$ cat src/hdl/elc_pkg.sv
package elc_pkg;

    localparam int ELC_FLOORS = 10;

    localparam int FLOOR_W    = 4;
    localparam int LOAD_W     = 4;
    localparam int TIME_W     = 32;
    localparam int PASS_W     = 10;
    localparam int CFG_IDX_W  = 2;
    localparam int CFG_DATA_W = 10;

    typedef logic [FLOOR_W-1:0]    t_floor;
    typedef logic [LOAD_W-1:0]     t_load;
    typedef logic [TIME_W-1:0]     t_time;
    typedef logic [PASS_W-1:0]     t_pass;
    typedef logic [CFG_DATA_W-1:0] t_cfg_data;

    typedef enum logic {
        CMD_ARRIVE = 1'b0,
        CMD_TICK   = 1'b1
    } t_cmd;

    typedef enum logic [CFG_IDX_W-1:0] {
        CFG_START_FLOOR = 2'd0,
        CFG_CAPACITY    = 2'd1,
        CFG_TOTAL       = 2'd2
    } t_cfg_idx;

    typedef struct packed {
        t_cmd   command;
        t_floor from_floor;
        t_floor to_floor;
    } t_req;

endpackage

$ cat src/hdl/elc_req_if.sv
interface elc_req_if;
    import elc_pkg::*;

    logic   valid;
    logic   ready;
    t_cmd   command;
    t_floor from_floor;
    t_floor to_floor;

    modport source (output valid, output command, output from_floor, output to_floor,
                    input ready);
    modport sink (input valid, input command, input from_floor, input to_floor,
                  output ready);
endinterface

$ cat src/hdl/elc_res_if.sv
interface elc_res_if;
    import elc_pkg::*;

    logic   valid;
    logic   ready;
    t_floor stop_floor;
    t_time  stop_time;
    t_load  load_after;

    modport source (output valid, output stop_floor, output stop_time, output load_after,
                    input ready);
    modport sink (input valid, input stop_floor, input stop_time, input load_after,
                  output ready);
endinterface

$ cat src/hdl/elc_in_reg.sv
module elc_in_reg (
    input  logic          i_clk,
    input  logic          i_rst_n,
    elc_req_if.sink       i_req,
    input  logic          i_take,
    output logic          o_valid,
    output elc_pkg::t_req o_req
);
    import elc_pkg::*;

    logic r_valid;
    t_req r_req;

    assign i_req.ready = !r_valid || i_take;
    assign o_valid     = r_valid;
    assign o_req       = r_req;

    always_ff @(posedge i_clk) begin
        if (!i_rst_n) begin
            r_valid <= 1'b0;
        end else if (i_req.ready) begin
            r_valid <= i_req.valid;
        end
    end

    always_ff @(posedge i_clk) begin
        if (i_req.valid && i_req.ready) begin
            r_req.command    <= i_req.command;
            r_req.from_floor <= i_req.from_floor;
            r_req.to_floor   <= i_req.to_floor;
        end
    end
endmodule

$ cat src/hdl/elc_core.sv
module elc_core #(
    parameter int FLOORS = elc_pkg::ELC_FLOORS
) (
    input  logic                                 i_clk,
    input  logic                                 i_rst_n,
    input  logic                                 i_cfg_we,
    input  logic [elc_pkg::CFG_IDX_W-1:0]        i_cfg_idx,
    input  elc_pkg::t_cfg_data                   i_cfg_data,
    input  logic                                 i_valid,
    input  elc_pkg::t_req                        i_req,
    output logic                                 o_take,
    elc_res_if.source                            o_res
);
    import elc_pkg::*;

    localparam t_floor TOP_FLOOR = t_floor'(FLOORS);
    localparam t_floor BOTTOM    = t_floor'(1);
    localparam t_load  LOAD_MAX  = '1;

    // car state
    t_floor r_car_floor;
    logic   r_going_up;
    t_time  r_tick_count;
    t_load  r_riders;
    t_pass  r_remaining;
    t_load  r_capacity;
    logic   [FLOORS:1] r_wait_valid;
    t_floor r_wait_dest [1:FLOORS];
    t_load  r_bound [1:FLOORS];

    // result register
    logic   r_out_valid;
    t_floor r_out_floor;
    t_time  r_out_time;
    t_load  r_out_load;

    logic   fl_ok, tick_go, arr_go, leave, board, stopped, pending, ahead, dir_next;
    t_floor fl, dest;
    t_load  bound_here, riders_al, riders_new;
    t_pass  rem_new;
    t_floor car_next;
    logic   [FLOORS:1] wait_new, work;
    t_load  bound_new [1:FLOORS];

    assign o_take = i_valid && (!r_out_valid || o_res.ready);

    assign o_res.valid      = r_out_valid;
    assign o_res.stop_floor = r_out_floor;
    assign o_res.stop_time  = r_out_time;
    assign o_res.load_after = r_out_load;

    always_comb begin
        fl      = r_car_floor;
        fl_ok   = (fl >= BOTTOM) && (fl <= TOP_FLOOR);
        tick_go = o_take && (i_req.command == CMD_TICK) && (r_remaining != '0) && fl_ok;
        arr_go  = o_take && (i_req.command == CMD_ARRIVE)
                  && (i_req.from_floor >= BOTTOM) && (i_req.from_floor <= TOP_FLOOR)
                  && (i_req.to_floor >= BOTTOM) && (i_req.to_floor <= TOP_FLOOR);

        bound_here = fl_ok ? r_bound[fl] : '0;
        dest       = fl_ok ? r_wait_dest[fl] : '0;
        leave      = bound_here != '0;
        riders_al  = (r_riders > bound_here) ? t_load'(r_riders - bound_here) : '0;
        rem_new    = (r_remaining > t_pass'(bound_here))
                     ? t_pass'(r_remaining - t_pass'(bound_here)) : '0;
        board      = fl_ok && r_wait_valid[fl] && (riders_al < r_capacity);
        riders_new = board ? t_load'(riders_al + t_load'(1)) : riders_al;
        stopped    = leave || board;

        // per-floor state after serving the current floor
        for (int j = 1; j <= FLOORS; j++) begin
            wait_new[j]  = r_wait_valid[j] && !(board && (fl == t_floor'(j)));
            bound_new[j] = (leave && (fl == t_floor'(j))) ? '0 : r_bound[j];
            if (board && (dest == t_floor'(j)) && (bound_new[j] != LOAD_MAX)) begin
                bound_new[j] = t_load'(bound_new[j] + t_load'(1));
            end
            work[j] = (wait_new[j] && (riders_new < r_capacity)) || (bound_new[j] != '0);
        end

        pending = |work;
        ahead   = 1'b0;
        for (int j = 1; j <= FLOORS; j++) begin
            if (work[j] && (r_going_up ? (t_floor'(j) > fl) : (t_floor'(j) < fl))) begin
                ahead = 1'b1;
            end
        end

        dir_next = ahead ? r_going_up : !r_going_up;
        if (fl == BOTTOM) begin
            dir_next = 1'b1;
        end
        if (fl == TOP_FLOOR) begin
            dir_next = 1'b0;
        end
        car_next = dir_next ? t_floor'(fl + t_floor'(1)) : t_floor'(fl - t_floor'(1));
    end

    always_ff @(posedge i_clk) begin
        if (!i_rst_n) begin
            r_car_floor  <= BOTTOM;
            r_going_up   <= 1'b1;
            r_tick_count <= '0;
            r_riders     <= '0;
            r_remaining  <= '0;
            r_capacity   <= t_load'(4);
            r_wait_valid <= '0;
            for (int j = 1; j <= FLOORS; j++) begin
                r_bound[j] <= '0;
            end
            r_out_valid  <= 1'b0;
        end else begin
            if (i_cfg_we) begin
                case (i_cfg_idx)
                    CFG_START_FLOOR: r_car_floor <= i_cfg_data[FLOOR_W-1:0];
                    CFG_CAPACITY:    r_capacity  <= i_cfg_data[LOAD_W-1:0];
                    CFG_TOTAL:       r_remaining <= i_cfg_data[PASS_W-1:0];
                    default: begin
                    end
                endcase
            end

            if (arr_go) begin
                r_wait_valid[i_req.from_floor] <= 1'b1;
            end

            if (tick_go) begin
                r_riders     <= riders_new;
                r_remaining  <= rem_new;
                r_wait_valid <= wait_new;
                r_tick_count <= r_tick_count + t_time'(1);
                for (int j = 1; j <= FLOORS; j++) begin
                    r_bound[j] <= bound_new[j];
                end
                if (pending) begin
                    r_going_up  <= dir_next;
                    r_car_floor <= car_next;
                end
            end

            if (o_take) begin
                r_out_valid <= tick_go && stopped;
            end else if (o_res.ready) begin
                r_out_valid <= 1'b0;
            end
        end
    end

    // payload only, no reset
    always_ff @(posedge i_clk) begin
        if (arr_go) begin
            r_wait_dest[i_req.from_floor] <= i_req.to_floor;
        end
        if (o_take) begin
            r_out_floor <= fl;
            r_out_time  <= r_tick_count;
            r_out_load  <= riders_new;
        end
    end
endmodule

$ cat src/hdl/elevator_look_controller.sv
// channel   dir  payload                               handshake
// i_req     in   command, from_floor, to_floor         valid/ready
// o_res     out  stop_floor, stop_time, load_after     valid/ready
// i_cfg_*   in   register index, write data            write enable, no wait
//
// one request per cycle while no stop report waits unread; a request waits in the input
// register until the core takes it; its stop report, if any, is registered on that edge
// the whole tick (leave, board, pending scan over all floors, next floor) is one
// combinational pass from the car state, so the rate is one request a cycle
// reset restores the power-on register values; while a report waits unread the core
// takes nothing, so the input register fills with one request and then holds it
module elevator_look_controller #(
    parameter int FLOORS = elc_pkg::ELC_FLOORS
) (
    input  logic                          i_clk,
    input  logic                          i_rst_n,
    input  logic                          i_cfg_we,
    input  logic [elc_pkg::CFG_IDX_W-1:0] i_cfg_idx,
    input  elc_pkg::t_cfg_data            i_cfg_data,
    elc_req_if.sink                       i_req,
    elc_res_if.source                     o_res
);
    import elc_pkg::*;

    logic take;
    logic req_valid;
    t_req req;

    elc_in_reg u_in_reg (
        .i_clk   (i_clk),
        .i_rst_n (i_rst_n),
        .i_req   (i_req),
        .i_take  (take),
        .o_valid (req_valid),
        .o_req   (req)
    );

    elc_core #(
        .FLOORS (FLOORS)
    ) u_core (
        .i_clk      (i_clk),
        .i_rst_n    (i_rst_n),
        .i_cfg_we   (i_cfg_we),
        .i_cfg_idx  (i_cfg_idx),
        .i_cfg_data (i_cfg_data),
        .i_valid    (req_valid),
        .i_req      (req),
        .o_take     (take),
        .o_res      (o_res)
    );
endmodule

$ cat src/flat_wrapper.sv
// flat-port wrapper written by rule: the top's interface ports become plain ports
module elevator_look_controller_flat import elc_pkg::*;
#(
    parameter int FLOORS = elc_pkg::ELC_FLOORS
)
  (i_clk, i_rst_n, i_cfg_we, i_cfg_idx, i_cfg_data, i_req_valid, i_req_command, i_req_from_floor, i_req_to_floor, i_req_ready, o_res_valid, o_res_stop_floor, o_res_stop_time, o_res_load_after, o_res_ready);
  elc_req_if i_req_i ();
  elc_res_if o_res_i ();
  input  logic i_clk;
  input  logic i_rst_n;
  input  logic i_cfg_we;
  input  logic [elc_pkg::CFG_IDX_W-1:0] i_cfg_idx;
  input  elc_pkg::t_cfg_data i_cfg_data;
  input wire logic [$bits(i_req_i.valid)-1:0] i_req_valid;
  input wire logic [$bits(i_req_i.command)-1:0] i_req_command;
  input wire logic [$bits(i_req_i.from_floor)-1:0] i_req_from_floor;
  input wire logic [$bits(i_req_i.to_floor)-1:0] i_req_to_floor;
  output wire logic [$bits(i_req_i.ready)-1:0] i_req_ready;
  output wire logic [$bits(o_res_i.valid)-1:0] o_res_valid;
  output wire logic [$bits(o_res_i.stop_floor)-1:0] o_res_stop_floor;
  output wire logic [$bits(o_res_i.stop_time)-1:0] o_res_stop_time;
  output wire logic [$bits(o_res_i.load_after)-1:0] o_res_load_after;
  input wire logic [$bits(o_res_i.ready)-1:0] o_res_ready;
  assign i_req_i.valid = i_req_valid;
  assign i_req_i.command = i_req_command;
  assign i_req_i.from_floor = i_req_from_floor;
  assign i_req_i.to_floor = i_req_to_floor;
  assign i_req_ready = i_req_i.ready;
  assign o_res_valid = o_res_i.valid;
  assign o_res_stop_floor = o_res_i.stop_floor;
  assign o_res_stop_time = o_res_i.stop_time;
  assign o_res_load_after = o_res_i.load_after;
  assign o_res_i.ready = o_res_ready;
  elevator_look_controller #(.FLOORS(FLOORS)) u_core (.i_clk(i_clk), .i_rst_n(i_rst_n), .i_cfg_we(i_cfg_we), .i_cfg_idx(i_cfg_idx), .i_cfg_data(i_cfg_data), .i_req(i_req_i), .o_res(o_res_i));
endmodule
$ cat config.mk
export PLATFORM = sky130hd
export DESIGN_NAME = elevator_look_controller_flat
export DESIGN_NICKNAME = d
export VERILOG_FILES = /design/src/hdl/elc_pkg.sv /design/src/hdl/elc_req_if.sv /design/src/hdl/elc_res_if.sv /design/src/hdl/elc_in_reg.sv /design/src/hdl/elc_core.sv /design/src/hdl/elevator_look_controller.sv /design/src/flat_wrapper.sv
export SDC_FILE = /design/constraint.sdc
export NUM_CORES = 1
export LEC_CHECK = 0
export BUFFER_PORTS_ARGS = -buffer_cell sky130_fd_sc_hd__buf_2
export CAP_MARGIN = 20
export CORE_MARGIN = 4
export CORE_UTILIZATION = 35
export CTS_CLUSTER_SIZE = 40
export DETAILED_ROUTE_END_ITERATION = 10
export GPL_ROUTABILITY_DRIVEN = 0
export GPL_TIMING_DRIVEN = 1
export MAX_ROUTING_LAYER = met4
export PLACE_DENSITY = 0.53
export SETUP_SLACK_MARGIN = 0.4
export SLEW_MARGIN = 5
export SYNTH_ARGS = -nofsm -noshare
export SYNTH_HDL_FRONTEND = slang
export SYNTH_SLANG_ARGS = --single-unit
$ cat constraint.sdc
create_clock -name i_clk -period 8.7 [get_ports i_clk]
set_input_delay 0.435 -clock i_clk [delete_from_list [all_inputs] [get_ports i_clk]]
set_output_delay 0.435 -clock i_clk [all_outputs]
set_load 0.02 [all_outputs]
==> reports/qor.yml <==
status:
  status: "finished, final reports clean"
drt:
  drc: 0
  wl_per_cell_um: 19.5
  viasPerCell: 5.55
  wirelength_um: 32700
  drtIter0Drc: 879
  via_count: 9275
  drtPass1Iterations: 6
  ant_nets: 0
synth:
  synthCells: 1161
  ys_seq_area_frac: 0.453
  synth_simple_gate_area_frac: 0.224
  synth-edff-count: 129
  synthXorXnorAreaFrac: 0.0289
  ys_types: 93
  synth_compound_area_frac: 0.174
  synth_adder_area_share: 0.0361
  synth-main-ff-cell: "edfxtp_1"
  syn_area_um2: 11500
  ys_async_sr_fraction: 0
  synth_top_family_by_area: "simple AND/OR/NAND/NOR gates"
  yosys_warnings: 0
  syn_nets: 1219
  ys_ff_latch: 196
  synth.avg_cell_area_um2: 9.92
  muxShareOfSynthArea: 0.0465
pwr:
  powerDensity_nw_per_um2: 184
  p_leak_nw: 4.90
  max-vdd-ir-drop_mv: 0.133
setup_path:
  startpoint_type: "flip-flop"
  critPathMaxStageDelay_ps: 570
  crit_slowest_cell: "dfxtp_2"
  crit_top_cell: "ha_1"
  endpoint_kind: "flip-flop"
  path_class: "reg2reg"
  cp_max_fo: 31
  critPathBufInv: 2
  critical_path.top_delay_family: "compound AO/OA/AOI/OAI gates"
  arrival_ps: 8010
  required_ps: 9050
timing:
  relSlewSlack: 0.375
  setup_violations: 0
  worst_clock_skew_ps: 12.3
  rsz0062_at_grt: "no"
  layout_min_cycle_time_ps: 7660
  max_freq_ghz: 0.131
  maxSlewViolCount: 0
  setup_slack_ps: 1040
  worst_slew_pin_slew_ps: 930
  setup_tns_ps: 0
  hold_violations: 0
  finalCritPeriodShare: 0.881
layout:
  n_antenna_cell: 0
  drive_above_1_share: 0.132
  mostFrequentLayoutCell: "edfxtp_1"
  final_cell_mix: "edfxtp_1 (129), nand2_1 (95), nor2_1 (94)"
  area_growth_pct: 12.0
  stdcell_area_um2: 12900
  finish.net_count: 1275
placement:
  dp_hpwl_um: 24000
  post-place-ws_ps: 844
  portBuffers: 67
  place_area_um2: 12300
cts:
  clock_path_buffers: 2
  clockRootBuffer: "clkbuf_16"
  clk_latency_ps: 460
  h-tree-depth: 4
  cts_tree: "yes"
  numCtsBuffers: 17
  clock-sinks: 196
  clkTransAtPathRegs_ps: 70
hold_path:
  min_path_type: "in2reg"
die:
  rows: 66
  die_x_um: 189
  initial_core_util: 0.354
  die_height_um: 189
  die-area_um2: 35900
  io_pins: 68
  core_area_um2: 32500
grt:
  antenna_found_initial: 0
  grt_usage: 0.189
  grt_max_degree: 70
  grt_pass1_vias: 8881
  grt_first_pass_wirelength_um: 51900
  grt-ovfl-total: 0
run:
  drv_cap: 0
==> repair_timing <==
item                                    CTS  global route
gates resized for setup                   0             1
hold buffers                              0             0
endpoints found under the setup margin    0             5
buffers inserted                          0             4
==> power by group <==
part           switching (mW)  internal [mW]  total, mW  leakage [nW]
clock network           0.383          0.431      0.814         0.285
logic                   0.320          0.180      0.500          2.80
registers              0.0407           1.03       1.07          1.81
total                   0.744           1.64       2.38          4.90
==> flip-flops by register name (all words and copies together) (netlist names) <==
name / flops
u_core.u_core.r_capacity: 4
u_core.u_in_reg.o_valid: 1
u_core.u_core.r_wait_valid: 10
u_core.u_core.r_going_up: 1
u_core.u_core.o_res.stop_time: 32
u_core.u_core.o_res.load_after: 4
u_core.u_core.r_riders: 4
u_core.u_core.r_tick_count: 32
u_core.u_core.fl: 4
u_core.u_in_reg.o_req: 9
u_core.u_core.r_remaining: 10
u_core.u_core.o_res.stop_floor: 4
u_core.u_core.r_wait_dest: 40
u_core.u_core.r_bound: 40
u_core.u_core.o_res.valid: 1
==> kinds of logic after synthesis <==
logic type	after synthesis
buffers and inverters	87
xor gates and xnor gates	38
DFF	196
and+or+nand+nor	477
AOI/OAI and AO/OA	279
muxes	52
adders and majority gates	32
==> through the flow <==
| step | hold WS (ps) | util | power [mW] | instances |
|---|---|---|---|---|
| final | 150 | 0.397 | 2.38 | 1672 |
| after global routing | 133 | 0.397 | 2.50 | 1672 |
| after global placement | 428 | 0.377 | 1.57 | 1635 |
| after detailed placement | 432 | 0.377 | 1.57 | 1635 |
| after CTS | 128 | 0.395 | 2.39 | 1667 |
| after floorplan | 408 | - | 1.43 | 1161 |
==> worst reg2reg max path, delay by kind of cell (launching register included) <==
| kind | cells | cell delay (ps) |
|---|---|---|
| adders and majority gates | 4 | 1160 |
| xor gates and xnor gates | 1 | 270 |
| and+or+nand+nor | 6 | 990 |
| muxes | 1 | 170 |
| buffers and inverters | 2 | 550 |
| AOI/OAI and AO/OA | 15 | 3860 |
| DFF | 1 | 570 |
==> metal layers <==
layer,vias to the layer above,track usage,part of all wire
met3,51,0.0358,0.048
li1,4482,-,-
met1,4484,0.258,0.47
met5,-,-,0
met2,258,0.283,0.46
met4,0,0.0648,0.028
==> synthesized netlist by cell type, types with 16 or more instances <==
master,n,area [um^2]
edfxtp_1,129,3870
nand2_1,96,360
nor2_1,94,353
dfxtp_1,67,1340
o21ai_0,56,280
and2_1,54,338
nand3_1,45,225
a21oi_1,43,215
mux2i_1,40,400
nor3_1,39,195
inv_1,35,131
xnor2_1,32,280
ha_1,30,375
clkbuf_1,27,101
nor2b_1,24,150
and3_1,21,131
nand4_1,17,106
o21a_1,16,120
==> cell type report <==
| cell class | instances | area, um^2 |
|---|---|---|
| multi-input cells | 878 | 5890 |
| well taps | 442 | 553 |
| clock inverters | 15 | 173 |
| inverters | 35 | 131 |
| clock buffers | 17 | 425 |
| fillers | 3277 | 19600 |
| repair buffers | 89 | 513 |
| flip-flops and latches | 196 | 5220 |
==> path summary, 6_finish.rpt <==
| check | endpoint | from | cells past startpoint | slack [ps] |
|---|---|---|---|---|
| setup reg to reg | u_core.u_core.fl[2] | u_core.u_core.fl[0] | 29 | 1040 |
| hold reg to reg | u_core.u_core.o_res.stop_time[23] | u_core.u_core.r_tick_count[23] | 0 | 450 |
| setup / recovery | u_core.u_core.fl[2] | u_core.u_core.fl[0] | 29 | 1040 |
| hold / removal | u_core.u_in_reg.o_req[0] | i_req_to_floor[0] | 1 | 150 |
Power figures use the tool's default switching activity.
